--- config.mk ---
export PLATFORM = sky130hd
export DESIGN_NAME = descriptor_matched_resource_pool_top
export DESIGN_NICKNAME = d
export VERILOG_FILES = /design/src/hdl/dmrp_pkg.sv /design/src/hdl/dmrp_slot_store.sv /design/src/hdl/dmrp_order_store.sv /design/src/hdl/descriptor_matched_resource_pool_top.sv
export SDC_FILE = /design/constraint.sdc
export NUM_CORES = 1
export LEC_CHECK = 0
export BUFFER_PORTS_ARGS = -buffer_cell sky130_fd_sc_hd__buf_4
export CAP_MARGIN = 0
export CORE_ASPECT_RATIO = 1.1
export CORE_MARGIN = 2
export CORE_UTILIZATION = 64
export CTS_BUF_LIST = sky130_fd_sc_hd__clkbuf_4 sky130_fd_sc_hd__clkbuf_8
export CTS_CLUSTER_SIZE = 28
export DETAILED_ROUTE_END_ITERATION = 10
export MAX_ROUTING_LAYER = met4
export PLACE_DENSITY_LB_ADDON = 0.12
export SLEW_MARGIN = 15
export SYNTH_ARGS = -nofsm -noshare
export SYNTH_HDL_FRONTEND = slang
export SYNTH_HIERARCHICAL = 1
export SYNTH_SLANG_ARGS = --single-unit
--- constraint.sdc ---
create_clock -name i_clk -period 6.4 [get_ports i_clk]
set_clock_uncertainty 0.1 [all_clocks]
set_input_delay 0.32 -clock i_clk [delete_from_list [all_inputs] [get_ports i_clk]]
set_output_delay 0.32 -clock i_clk [all_outputs]
set_load 0.005 [all_outputs]
--- src/hdl/dmrp_pkg.sv ---
package dmrp_pkg;

    localparam int DMRP_POOL_SLOTS = 16;

    localparam logic [2:0] MODE_ACQUIRE = 3'd0;
    localparam logic [2:0] MODE_RELEASE = 3'd1;
    localparam logic [2:0] MODE_TICK    = 3'd2;
    localparam logic [2:0] MODE_SWEEP   = 3'd3;
    localparam logic [2:0] MODE_CLEAR   = 3'd4;

    localparam logic [2:0] ST_REUSED    = 3'd0;
    localparam logic [2:0] ST_CREATED   = 3'd1;
    localparam logic [2:0] ST_FULL      = 3'd2;
    localparam logic [2:0] ST_NOT_FOUND = 3'd3;
    localparam logic [2:0] ST_DONE      = 3'd4;

    localparam logic REG_IDLE_THRESHOLD = 1'b0;
    localparam logic REG_MAX_DROPS      = 1'b1;

    localparam logic [15:0] IDLE_THRESHOLD_RST = 16'd3;
    localparam logic [4:0]  MAX_DROPS_RST      = 5'd1;
    localparam logic [15:0] IDLE_MAX           = 16'hFFFF;

    typedef struct packed {
        logic [14:0] width;
        logic [14:0] height;
        logic [7:0]  format;
        logic        is_depth;
    } t_desc;

    typedef struct packed {
        logic desc_en;
        logic idle_en;
    } t_slot_we;

endpackage

--- src/hdl/dmrp_slot_store.sv ---
module dmrp_slot_store import dmrp_pkg::*; #(
    parameter int POOL_SLOTS = DMRP_POOL_SLOTS,
    parameter int SLOT_W     = $clog2(POOL_SLOTS)
) (
    input  logic              i_clk,
    input  t_slot_we          i_we,
    input  logic [SLOT_W-1:0] i_waddr,
    input  t_desc             i_wdesc,
    input  logic [15:0]       i_widle,
    input  logic [SLOT_W-1:0] i_raddr,
    output t_desc             o_rdesc,
    output logic [15:0]       o_ridle
);

    t_desc       mem_desc [POOL_SLOTS];
    logic [15:0] mem_idle [POOL_SLOTS];

    always_ff @(posedge i_clk) begin
        if (i_we.desc_en) begin
            mem_desc[i_waddr] <= i_wdesc;
        end
        if (i_we.idle_en) begin
            mem_idle[i_waddr] <= i_widle;
        end
        o_rdesc <= mem_desc[i_raddr];
        o_ridle <= mem_idle[i_raddr];
    end

endmodule

--- src/hdl/dmrp_order_store.sv ---
module dmrp_order_store import dmrp_pkg::*; #(
    parameter int POOL_SLOTS = DMRP_POOL_SLOTS,
    parameter int SLOT_W     = $clog2(POOL_SLOTS)
) (
    input  logic              i_clk,
    input  logic              i_we,
    input  logic [SLOT_W-1:0] i_waddr,
    input  logic [SLOT_W-1:0] i_wdata,
    input  logic [SLOT_W-1:0] i_raddr,
    output logic [SLOT_W-1:0] o_rdata
);

    logic [SLOT_W-1:0] mem [POOL_SLOTS];

    always_ff @(posedge i_clk) begin
        if (i_we) begin
            mem[i_waddr] <= i_wdata;
        end
        o_rdata <= mem[i_raddr];
    end

endmodule

--- src/hdl/descriptor_matched_resource_pool_top.sv ---
// resource pool allocator: a word is taken when start is high and busy is low,
// and exactly one result word follows, shown for one cycle with o_done high;
// the receiver cannot stall, so results must be taken when o_done pulses.
// release, clear and unknown modes go straight to the final step; acquire,
// tick and sweep first walk the free list, visiting each free slot with an order
// memory read, then a descriptor memory read, then an evaluate step. the user
// must write configuration over the apb port only while busy is low; the block
// does not enforce this. slot valid and in-use bits are flip-flops cleared by reset.
module descriptor_matched_resource_pool_top import dmrp_pkg::*; #(
    parameter int POOL_SLOTS = DMRP_POOL_SLOTS,
    parameter int SLOT_W     = $clog2(POOL_SLOTS),
    parameter int CNT_W      = $clog2(POOL_SLOTS + 1)
) (
    input  logic              i_clk,
    input  logic              i_rst_n,
    input  logic              start,
    output logic              busy,
    input  logic [2:0]        i_mode,
    input  logic [14:0]       i_req_width,
    input  logic [14:0]       i_req_height,
    input  logic [7:0]        i_req_format,
    input  logic              i_req_is_depth,
    input  logic [SLOT_W-1:0] i_release_handle,
    output logic              o_done,
    output logic [SLOT_W-1:0] o_handle,
    output logic [2:0]        o_status,
    output logic [4:0]        o_dropped_count,
    input  logic              psel,
    input  logic              penable,
    input  logic              pwrite,
    input  logic [2:0]        paddr,
    input  logic [31:0]       pwdata,
    output logic [31:0]       prdata,
    output logic              pready
);

    // sequencer states
    typedef enum logic [4:0] {
        S_IDLE = 5'b00001,
        S_ORD  = 5'b00010,
        S_SLOT = 5'b00100,
        S_EVAL = 5'b01000,
        S_FIN  = 5'b10000
    } t_state;

    t_state r_state, n_state;

    // configuration registers
    logic [15:0] r_idle_threshold;
    logic [4:0]  r_max_drops;

    // latched request word
    logic [2:0]        r_mode;
    t_desc             r_req;
    logic [SLOT_W-1:0] r_rel;

    // slot flags in flip-flops
    logic [POOL_SLOTS-1:0] r_valid, r_in_use;
    logic [CNT_W-1:0]      r_free_count;

    // walk state
    logic [CNT_W-1:0]  r_k, r_wr;
    logic [SLOT_W-1:0] r_slot;
    logic              r_found;
    logic [SLOT_W-1:0] r_found_slot;
    logic [4:0]        r_dropped;

    // result registers
    logic              r_done;
    logic [SLOT_W-1:0] r_handle;
    logic [2:0]        r_status;
    logic [4:0]        r_drop_out;

    // memory ports
    t_slot_we          slot_we;
    logic [SLOT_W-1:0] slot_waddr, slot_raddr;
    t_desc             slot_wdesc, slot_rdesc;
    logic [15:0]       slot_widle, slot_ridle;
    logic              ord_we;
    logic [SLOT_W-1:0] ord_waddr, ord_wdata, ord_raddr, ord_rdata;

    dmrp_slot_store #(.POOL_SLOTS(POOL_SLOTS), .SLOT_W(SLOT_W)) u_slot (
        .i_clk  (i_clk),
        .i_we   (slot_we),
        .i_waddr(slot_waddr),
        .i_wdesc(slot_wdesc),
        .i_widle(slot_widle),
        .i_raddr(slot_raddr),
        .o_rdesc(slot_rdesc),
        .o_ridle(slot_ridle)
    );

    dmrp_order_store #(.POOL_SLOTS(POOL_SLOTS), .SLOT_W(SLOT_W)) u_order (
        .i_clk  (i_clk),
        .i_we   (ord_we),
        .i_waddr(ord_waddr),
        .i_wdata(ord_wdata),
        .i_raddr(ord_raddr),
        .o_rdata(ord_rdata)
    );

    // apb register port
    logic cfg_wr;
    assign pready = 1'b1;
    assign cfg_wr = psel && penable && pwrite;

    always_comb begin
        unique case (paddr[2])
            REG_IDLE_THRESHOLD: prdata = {16'd0, r_idle_threshold};
            REG_MAX_DROPS:      prdata = {27'd0, r_max_drops};
            default:            prdata = 32'd0;
        endcase
    end

    always_ff @(posedge i_clk) begin
        if (!i_rst_n) begin
            r_idle_threshold <= IDLE_THRESHOLD_RST;
            r_max_drops      <= MAX_DROPS_RST;
        end else if (cfg_wr) begin
            unique case (paddr[2])
                REG_IDLE_THRESHOLD: r_idle_threshold <= pwdata[15:0];
                REG_MAX_DROPS:      r_max_drops      <= pwdata[4:0];
                default: ;
            endcase
        end
    end

    // lowest unused slot for creation
    logic              have_unused;
    logic [SLOT_W-1:0] unused_slot;
    always_comb begin
        have_unused = 1'b0;
        unused_slot = '0;
        for (int i = POOL_SLOTS - 1; i >= 0; i--) begin
            if (!r_valid[i]) begin
                have_unused = 1'b1;
                unused_slot = SLOT_W'(i);
            end
        end
    end

    // per-element decision while walking the free list
    logic desc_match, is_old, drop_here;
    assign desc_match = (slot_rdesc == r_req);
    assign is_old     = (slot_ridle >= r_idle_threshold);
    always_comb begin
        case (r_mode)
            MODE_ACQUIRE: drop_here = desc_match && !r_found;
            MODE_SWEEP:   drop_here = is_old && (r_dropped < r_max_drops);
            default:      drop_here = 1'b0;
        endcase
    end

    // release legality
    logic rel_ok;
    assign rel_ok = ({{(32-SLOT_W){1'b0}}, r_rel} < 32'(POOL_SLOTS))
                    && r_valid[r_rel] && r_in_use[r_rel]
                    && (r_free_count < CNT_W'(POOL_SLOTS));

    logic walk_mode, last_elem;
    assign walk_mode = (i_mode == MODE_ACQUIRE) || (i_mode == MODE_TICK)
                       || (i_mode == MODE_SWEEP);
    assign last_elem = (r_k + CNT_W'(1)) == r_free_count;

    always_comb begin
        n_state = r_state;
        unique case (r_state)
            S_IDLE: begin
                if (start) begin
                    n_state = (walk_mode && r_free_count != '0) ? S_ORD : S_FIN;
                end
            end
            S_ORD:  n_state = S_SLOT;
            S_SLOT: n_state = S_EVAL;
            S_EVAL: n_state = last_elem ? S_FIN : S_ORD;
            S_FIN:  n_state = S_IDLE;
            default: n_state = S_IDLE;
        endcase
    end

    // memory port steering
    always_comb begin
        slot_we    = '0;
        slot_waddr = r_slot;
        slot_wdesc = r_req;
        slot_widle = '0;
        slot_raddr = ord_rdata;
        ord_we     = 1'b0;
        ord_waddr  = r_wr[SLOT_W-1:0];
        ord_wdata  = r_slot;
        ord_raddr  = r_k[SLOT_W-1:0];
        if (r_state == S_EVAL) begin
            // kept entries are compacted toward the head
            ord_we = !drop_here;
            if (r_mode == MODE_TICK) begin
                slot_we.idle_en = 1'b1;
                slot_widle = (slot_ridle != IDLE_MAX) ? slot_ridle + 16'd1 : slot_ridle;
            end
        end else if (r_state == S_FIN) begin
            if (r_mode == MODE_RELEASE && rel_ok) begin
                ord_we          = 1'b1;
                ord_waddr       = r_free_count[SLOT_W-1:0];
                ord_wdata       = r_rel;
                slot_we.idle_en = 1'b1;
                slot_waddr      = r_rel;
            end else if (r_mode == MODE_ACQUIRE && !r_found && have_unused) begin
                slot_we.desc_en = 1'b1;
                slot_we.idle_en = 1'b1;
                slot_waddr      = unused_slot;
            end
        end
    end

    always_ff @(posedge i_clk) begin
        if (!i_rst_n) begin
            r_state      <= S_IDLE;
            r_valid      <= '0;
            r_in_use     <= '0;
            r_free_count <= '0;
            r_done       <= 1'b0;
        end else begin
            r_state <= n_state;
            r_done  <= 1'b0;
            unique case (r_state)
                S_IDLE: begin
                    if (start) begin
                        r_mode    <= i_mode;
                        r_req     <= '{i_req_width, i_req_height, i_req_format,
                                       i_req_is_depth};
                        r_rel     <= i_release_handle;
                        r_k       <= '0;
                        r_wr      <= '0;
                        r_found   <= 1'b0;
                        r_dropped <= '0;
                    end
                end
                S_ORD: ;
                S_SLOT: r_slot <= ord_rdata;
                S_EVAL: begin
                    r_k <= r_k + CNT_W'(1);
                    if (!drop_here) begin
                        r_wr <= r_wr + CNT_W'(1);
                    end else if (r_mode == MODE_ACQUIRE) begin
                        r_found          <= 1'b1;
                        r_found_slot     <= r_slot;
                        r_in_use[r_slot] <= 1'b1;
                    end else begin
                        r_dropped        <= r_dropped + 5'd1;
                        r_valid[r_slot]  <= 1'b0;
                        r_in_use[r_slot] <= 1'b0;
                    end
                    if (last_elem) begin
                        r_free_count <= drop_here ? r_wr : r_wr + CNT_W'(1);
                    end
                end
                S_FIN: begin
                    r_done     <= 1'b1;
                    r_handle   <= '0;
                    r_status   <= ST_DONE;
                    r_drop_out <= '0;
                    case (r_mode)
                        MODE_ACQUIRE: begin
                            if (r_found) begin
                                r_handle <= r_found_slot;
                                r_status <= ST_REUSED;
                            end else if (have_unused) begin
                                r_handle <= unused_slot;
                                r_status <= ST_CREATED;
                                r_valid[unused_slot]  <= 1'b1;
                                r_in_use[unused_slot] <= 1'b1;
                            end else begin
                                r_status <= ST_FULL;
                            end
                        end
                        MODE_RELEASE: begin
                            if (rel_ok) begin
                                r_in_use[r_rel] <= 1'b0;
                                r_free_count    <= r_free_count + CNT_W'(1);
                            end else begin
                                r_status <= ST_NOT_FOUND;
                            end
                        end
                        MODE_TICK: ;
                        MODE_SWEEP: r_drop_out <= r_dropped;
                        MODE_CLEAR: begin
                            r_valid      <= '0;
                            r_in_use     <= '0;
                            r_free_count <= '0;
                        end
                        default: r_status <= ST_NOT_FOUND;
                    endcase
                end
                default: ;
            endcase
        end
    end

    assign busy            = (r_state != S_IDLE);
    assign o_done          = r_done;
    assign o_handle        = r_handle;
    assign o_status        = r_status;
    assign o_dropped_count = r_drop_out;

    // an accepted word always starts a busy interval
    a_start_busy: assert property (@(posedge i_clk) disable iff (!i_rst_n)
        (start && !busy) |=> busy)
        else $error("accepted word did not raise busy");

    // a result only follows the final sequencer step
    a_done_after_fin: assert property (@(posedge i_clk) disable iff (!i_rst_n)
        o_done |-> $past(r_state == S_FIN))
        else $error("result without final step");

    // free list never grows past the pool
    a_free_bound: assert property (@(posedge i_clk) disable iff (!i_rst_n)
        r_free_count <= CNT_W'(POOL_SLOTS))
        else $error("free count over pool size");

    // a granted slot is valid and in use
    a_grant_in_use: assert property (@(posedge i_clk) disable iff (!i_rst_n)
        (o_done && (o_status == ST_CREATED || o_status == ST_REUSED))
        |-> (r_valid[o_handle] && r_in_use[o_handle]))
        else $error("granted slot not in use");

endmodule

# Word level (Yosys, flattened, before mapping)
# Memory sizes are Yosys's and may differ from the RTL's. A register that Yosys moved wholly into a read port is not among the register bits.
# Cells that the tools add are included.
# totals
elab_cells,221
register_bits,146
ramBits,944
output_inout_bits,47
n_memories,3
# classes
reduce_logical,35
bitwise,9
eq_ne,26
addsub,5
n_lt_le_gt_ge,9
n_mux,112
# memory_table
name,depth,word_bits,read_ports,rd_clocked_by_memory_dff,write_ports,line,text
u_slot.mem_desc,16,39,1,1,1,dmrp_slot_store.sv:15,t_desc mem_desc [POOL_SLOTS];
u_slot.mem_idle,16,16,1,1,1,dmrp_slot_store.sv:16,logic [15:0] mem_idle [POOL_SLOTS];
u_order.mem,16,4,1,1,1,dmrp_order_store.sv:13,logic [SLOT_W-1:0] mem [POOL_SLOTS];
# ops
op,n
$mux W16,12
$mux W4,28
$pmux W16 S2,3
$pmux W32 S2,1
$pmux W5 S2,5
$and A16 B16 Y16,3
$or A16 B16 Y16,3
$pmux W16 S3,1
$mux W5,9
$eq A39 B39 Y1,1
$mux W1,39
$not A16 Y16,2
$add A5 B1 Y5 const B,4
$pmux W5 S4,1
$add A16 B1 Y16 const B,1
$ge A16 B16 Y1,1
$ne A16 B16 Y1 const B,1
$lt A4 B5 Y1 const B,3
$logic_and A1 B1 Y1,13
$demux W1 S4,3
$eq A3 B2 Y1 const B,4
$ge A4 B1 Y1 const B,3
$reduce_and A6 Y1,2
$reduce_and A5 Y1,2
other kinds (31),51

# Depth between registers and ports, before layout
# depth
ltp_word,25
depth_mapped,12
ltp_nobuf,10

# Hierarchy
# The synthesis kept the hierarchy.
# modules_own_cells
mod,n_inst,cells_each,area_per_inst_um2,seq_area_each_um2
dmrp_slot_store,1,1444,34121.5,27526.4
descriptor_matched_resource_pool_top,1,938,8759.7,3743.6
dmrp_order_store,1,130,2666.3,2001.9

# Least setup slack after synthesis
# OpenSTA, ideal clock, no wires.
# synth_timing
path_kind,register -> register
from,register r_rel[0]
to,memory u_slot/mem_desc[10][0] (netlist name) (enable)
arrival_ns,4.303
setup_ns,0.435
required_ns,5.865
setup_slack_ns,1.561
path_stages_with_launch,12
path_cell_list,edfxtp_1 buf_6 mux4_1 mux4_2 o31a_4 and2b_1 o21ai_1 nand2_1 o21ai_0 nor2b_1 nand2_1 nor2_1
# synth_via
elab_cells_between_ends,15
cone_classes,mux (12); reduce/logical (3)
# synth_rtl
item,line,text
from (decl),descriptor_matched_resource_pool_top.sv:55,logic [SLOT_W-1:0] r_rel;
from (signal assigned),descriptor_matched_resource_pool_top.sv:230,r_rel <= i_release_handle;
$bmux W1 S4,descriptor_matched_resource_pool_top.sv:157,&& r_valid[r_rel] && r_in_use[r_rel]
$mux W1 (implied by the code),descriptor_matched_resource_pool_top.sv:157,
$logic_and A1 B1 Y1 (*),descriptor_matched_resource_pool_top.sv:157,
$logic_and A1 B1 Y1 (*),descriptor_matched_resource_pool_top.sv:158,&& (r_free_count < CNT_W'(POOL_SLOTS));
$logic_and A1 B1 Y1 (*),descriptor_matched_resource_pool_top.sv:200,if (r_mode == MODE_RELEASE && rel_ok) begin
$mux W4 (*),descriptor_matched_resource_pool_top.sv:200,
$mux W4 (*),descriptor_matched_resource_pool_top.sv:199,end else if (r_state == S_FIN) begin
$mux W4 (*),descriptor_matched_resource_pool_top.sv:192,if (r_state == S_EVAL) begin
net slot_waddr[3],descriptor_matched_resource_pool_top.sv:76,"logic [SLOT_W-1:0] slot_waddr, slot_raddr;"
to (decl),dmrp_slot_store.sv:15,
# Mark *: on every way through the listed nets, which the timed path passes. The rest lies on a longest branch. The select of a mux whose other input is x is not followed.

# Worst setup path in the final report
# layout_timing
from,register r_rel[0]
to,memory u_slot/mem_desc[10][13] (netlist name) (enable)
# The elaborated chain is that of the path after synthesis.

==> impl_metrics.csv <==
group,metric,value,unit
status,status,"completed",
setup_path,cp_common_cell,"nand2_1",
detailed_routing,initialDrtViolationCount,2261,
timing,worstMarginPinSlew,1.14,ns
setup_path,critical_path_arrival,5.86,ns
cts,ctsLongestPathBuffers,3,
pwr,finalPower,0.0150,W
synth,synth_xor_area_share,1.26,%
synth,synthTopCellsByArea,"edfxtp_1 (68%), mux4_2 (11%), dfxtp_1 (5.4%), a22oi_1 (2.0%), nand2_1 (1.3%)",
timing,fmax,184,MHz
global_routing,grt_max_degree,92,
detailed_routing,postRouteAntennaNets,0,
cts,cts_tree,"done",
pwr,p_leak,16.3,nW
setup_path,regToRegSetupSlack,0.95,ns
setup_path,end_kind,"flop",
synth,async_reset_ff_share,0,%
synth,syn_inst,2512,
cts,post_cts_buffers,0,
pwr,ir_drop,264,uV
detailed_routing,vias,24630,
pwr,power.density,290,nW/um^2
placed_design,place_congestion,0.898,
setup_path,startpoint,"r_rel[0]",
floorplanning,die_y,284,um
floorplanning,coreArea,70400,sq um
global_routing,antenna_found_initial,2,
final_layout,nNetsFinal,2900,
final_layout,area.growth.synth_to_final,13.6,%
detailed_routing,drt-pass1-iter-count,6,
cts,root_buffer,"clkbuf_8",
synth,synth_ff_type,"edfxtp_1",
synth,synth-adder-area-share,0.714,%
setup_path,cp_slowest_cell,"edfxtp_1",
synth,synth_area_leader_cell,"edfxtp_1",
global_routing,overflow,0,
floorplanning,initial_core_util,64.7,%
placed_design,io_buffers,98,
timing,setup_viol,0,
setup_path,crit_path_start_kind,"flop",
cts,clkLatencyLatePin,0.83,ns
timing,drv_slew,0,
setup_path,path_cells,"mux4_1 -> mux4_2 -> o31a_4 -> and2b_1 -> o21ai_1 -> nand2_1 -> o21ai_0 -> nor2b_1 -> nand2_1 -> nor2_4 -> buf_4",
final_layout,fillers,4217,
detailed_routing,vias_per_cell,6.36,
cts,ctsResizeCount,0,
cts,clock_sinks,1149,
hold_path,worstHoldStart,"pwrite",
final_layout,finish.utilization,73.4,%
cts,hold_buffers,72,
detailed_routing,route.detailed.wl_per_inst,26.1,um
synth,ys_ff_latch,1149,
setup_path,reg2reg_from,"r_rel[0]",
global_routing,groute.usage.overall,29.3,%
placed_design,dp.cells,3478,
global_routing,grt_pass1_wl,155,mm
timing,relSlewSlack,23.8,%
synth,ys_types,81,
hold_path,hold_path.class,"input pin to flop",
detailed_routing,drc,0,
timing,rsz0062_at_grt,"false",
floorplanning,die-area,73300,sq um
synth,ys_seq_area_share,73.0,%
synth,synth_mux_area_share,12.8,%
synth,synth-simple-area-share,4.94,%
synth,synth_edf_count,1026,
cts,cts_made_buffers,171,
final_layout,drive_above_1_share,24.3,%
placed_design,hpwl,58.1,mm
final_layout,fin_cells,3871,
synth,ys_warn_count,6,
setup_path,slowest_delay,0.94,ns
timing,finalSetupTns,0,ns
synth,synth_top_family_by_area,"multiplexers",
synth,syn_area,45500,sq um
detailed_routing,routed_wl,101,mm
synth,synth_compound_area_share,5.16,%
synth,syn_avg_cell_area,18.1,sq um
global_routing,grt_pass1_vias,25561,
synth,synth_top_area_share,67.6,%
cts,path_clk_slew,0.06,ns
floorplanning,ios,134,
setup_path,path_class,"flop to flop",
floorplanning,die_w,258,um
timing,fin_crit_sh,85.1,%
timing,hold_violations,0,
cts,htree_levels,4,
job,drv_cap,0,
timing,layout_min_cycle_time,5.45,ns
setup_path,worst_ep_required_time,6.82,ns
setup_path,crit_fanout,21,
floorplanning,rows,102,
==> metal layers <==
metal	track usage, %	wire (um)	up-vias
met4	7.93	1890	0
met3	5.13	7320	144
li1	-	-	10686
met2	47.4	52000	1076
met1	39.0	39900	12724
met5	-	0	-
==> critical path, delay by kind of cell (launching register included) <==
family | cells | cell delay, ns
AO/OA/AOI/OAI | 3 | 0.87
AND/OR/NAND/NOR | 5 | 1.65
flip-flops | 1 | 0.94
buffers and inverters | 1 | 0.36
multiplexers | 2 | 1.20
==> placed cells by master (no fill, tap or decap), types with 5 or more instances in the layout <==
cell type	count
a22oi_1	120
clkbuf_8	185
clkinv_2	14
a21boi_0	16
clkbuf_4	60
mux4_1	18
nand2_1	156
conb_1	17
o31ai_1	5
edfxtp_1	1026
a21oi_1	51
o311ai_0	17
nand3b_1	5
nor2_4	18
nor3_1	33
nor2b_1	19
ha_1	26
xor2_1	22
nand2b_1	19
inv_1	41
buf_4	158
nand4_1	29
mux4_2	227
xnor2_1	41
nor2_1	99
o21ai_0	58
bufinv_16	6
dlygate4sd3_1	72
o211ai_1	7
nor4_1	10
dfxtp_1	121
clkinv_1	42
and3_1	10
nand3_1	36
mux2i_1	16
a31oi_1	14
mux2_2	7
==> sequential cells by signal, indices dropped and copies added (netlist names), 3 cells and up, named ones only <==
| name | cells |
|---|---|
| o_dropped_count | 5 |
| r_dropped | 5 |
| r_rel | 4 |
| o_status | 3 |
| r_free_count | 5 |
| u_slot/mem_idle | 256 |
| r_valid | 16 |
| r_state | 5 |
| r_mode | 3 |
| r_max_drops | 5 |
| r_k | 5 |
| r_wr | 5 |
| u_slot/o_rdesc | 39 |
| u_slot/mem_desc | 624 |
| r_req | 39 |
| r_slot | 4 |
| u_slot/o_ridle | 16 |
| u_order/mem | 64 |
| o_handle | 4 |
| r_found_slot | 4 |
| r_idle_threshold | 16 |
| u_order/o_rdata | 4 |
==> cell families after synthesis <==
logic type	Yosys count
flip-flops	1149
AND/OR/NAND/NOR	474
AO/OA/AOI/OAI	340
multiplexers	268
buffers and inverters	189
XOR/XNOR	64
adder cells (fa/ha/maj)	26
other	2
==> layout make-up <==
type / instances / area, sq um / area share, %
multi-input cells: 1189 / 11600 / 22.4
clock inverters: 74 / 558 / 1.08
clock buffers: 245 / 3000 / 5.79
repair buffers: 234 / 1990 / 3.84
diodes: 2 / 5.00 / 0.00968
well taps: 936 / 1170 / 2.26
inverters: 42 / 158 / 0.305
flip-flops and latches: 1149 / 33300 / 64.3
==> metrics by stage <==
step	setup WS (ns)	hold slack, ns	cell area [sq um]
floorplan	1.56	0.303	45600
global placement	1.03	0.354	47400
detailed placement	1.01	0.361	47400
CTS	1.01	0.0150	51700
global route	0.729	0.0592	51700
finish	0.953	0.0793	51700
==> power by group <==
part / switching [W] / leakage [nW] / internal (W)
registers: 0.000107 / 9.74 / 0.00818
clock network: 0.00277 / 1.88 / 0.00329
logic: 0.000339 / 4.66 / 0.000313
==> worst paths after layout <==
check                                 end  cells after the start
setup / recovery  u_slot/mem_desc[10][13]                     11
hold reg to reg       r_idle_threshold[8]                      2
hold / removal             r_max_drops[3]                      4
setup reg to reg  u_slot/mem_desc[10][13]                     11
==> Yosys cell counts (all sizes together), types with 35 or more instances <==
cell type / number
o21ai: 59
edfxtp: 1026
nor3: 35
inv: 41
nor2: 120
a21oi: 53
xnor2: 41
a22oi: 120
nand2: 156
nand3: 36
dfxtp: 123
buf: 66
mux4: 245
clkbuf: 81
Power figures use the tool's default switching activity.
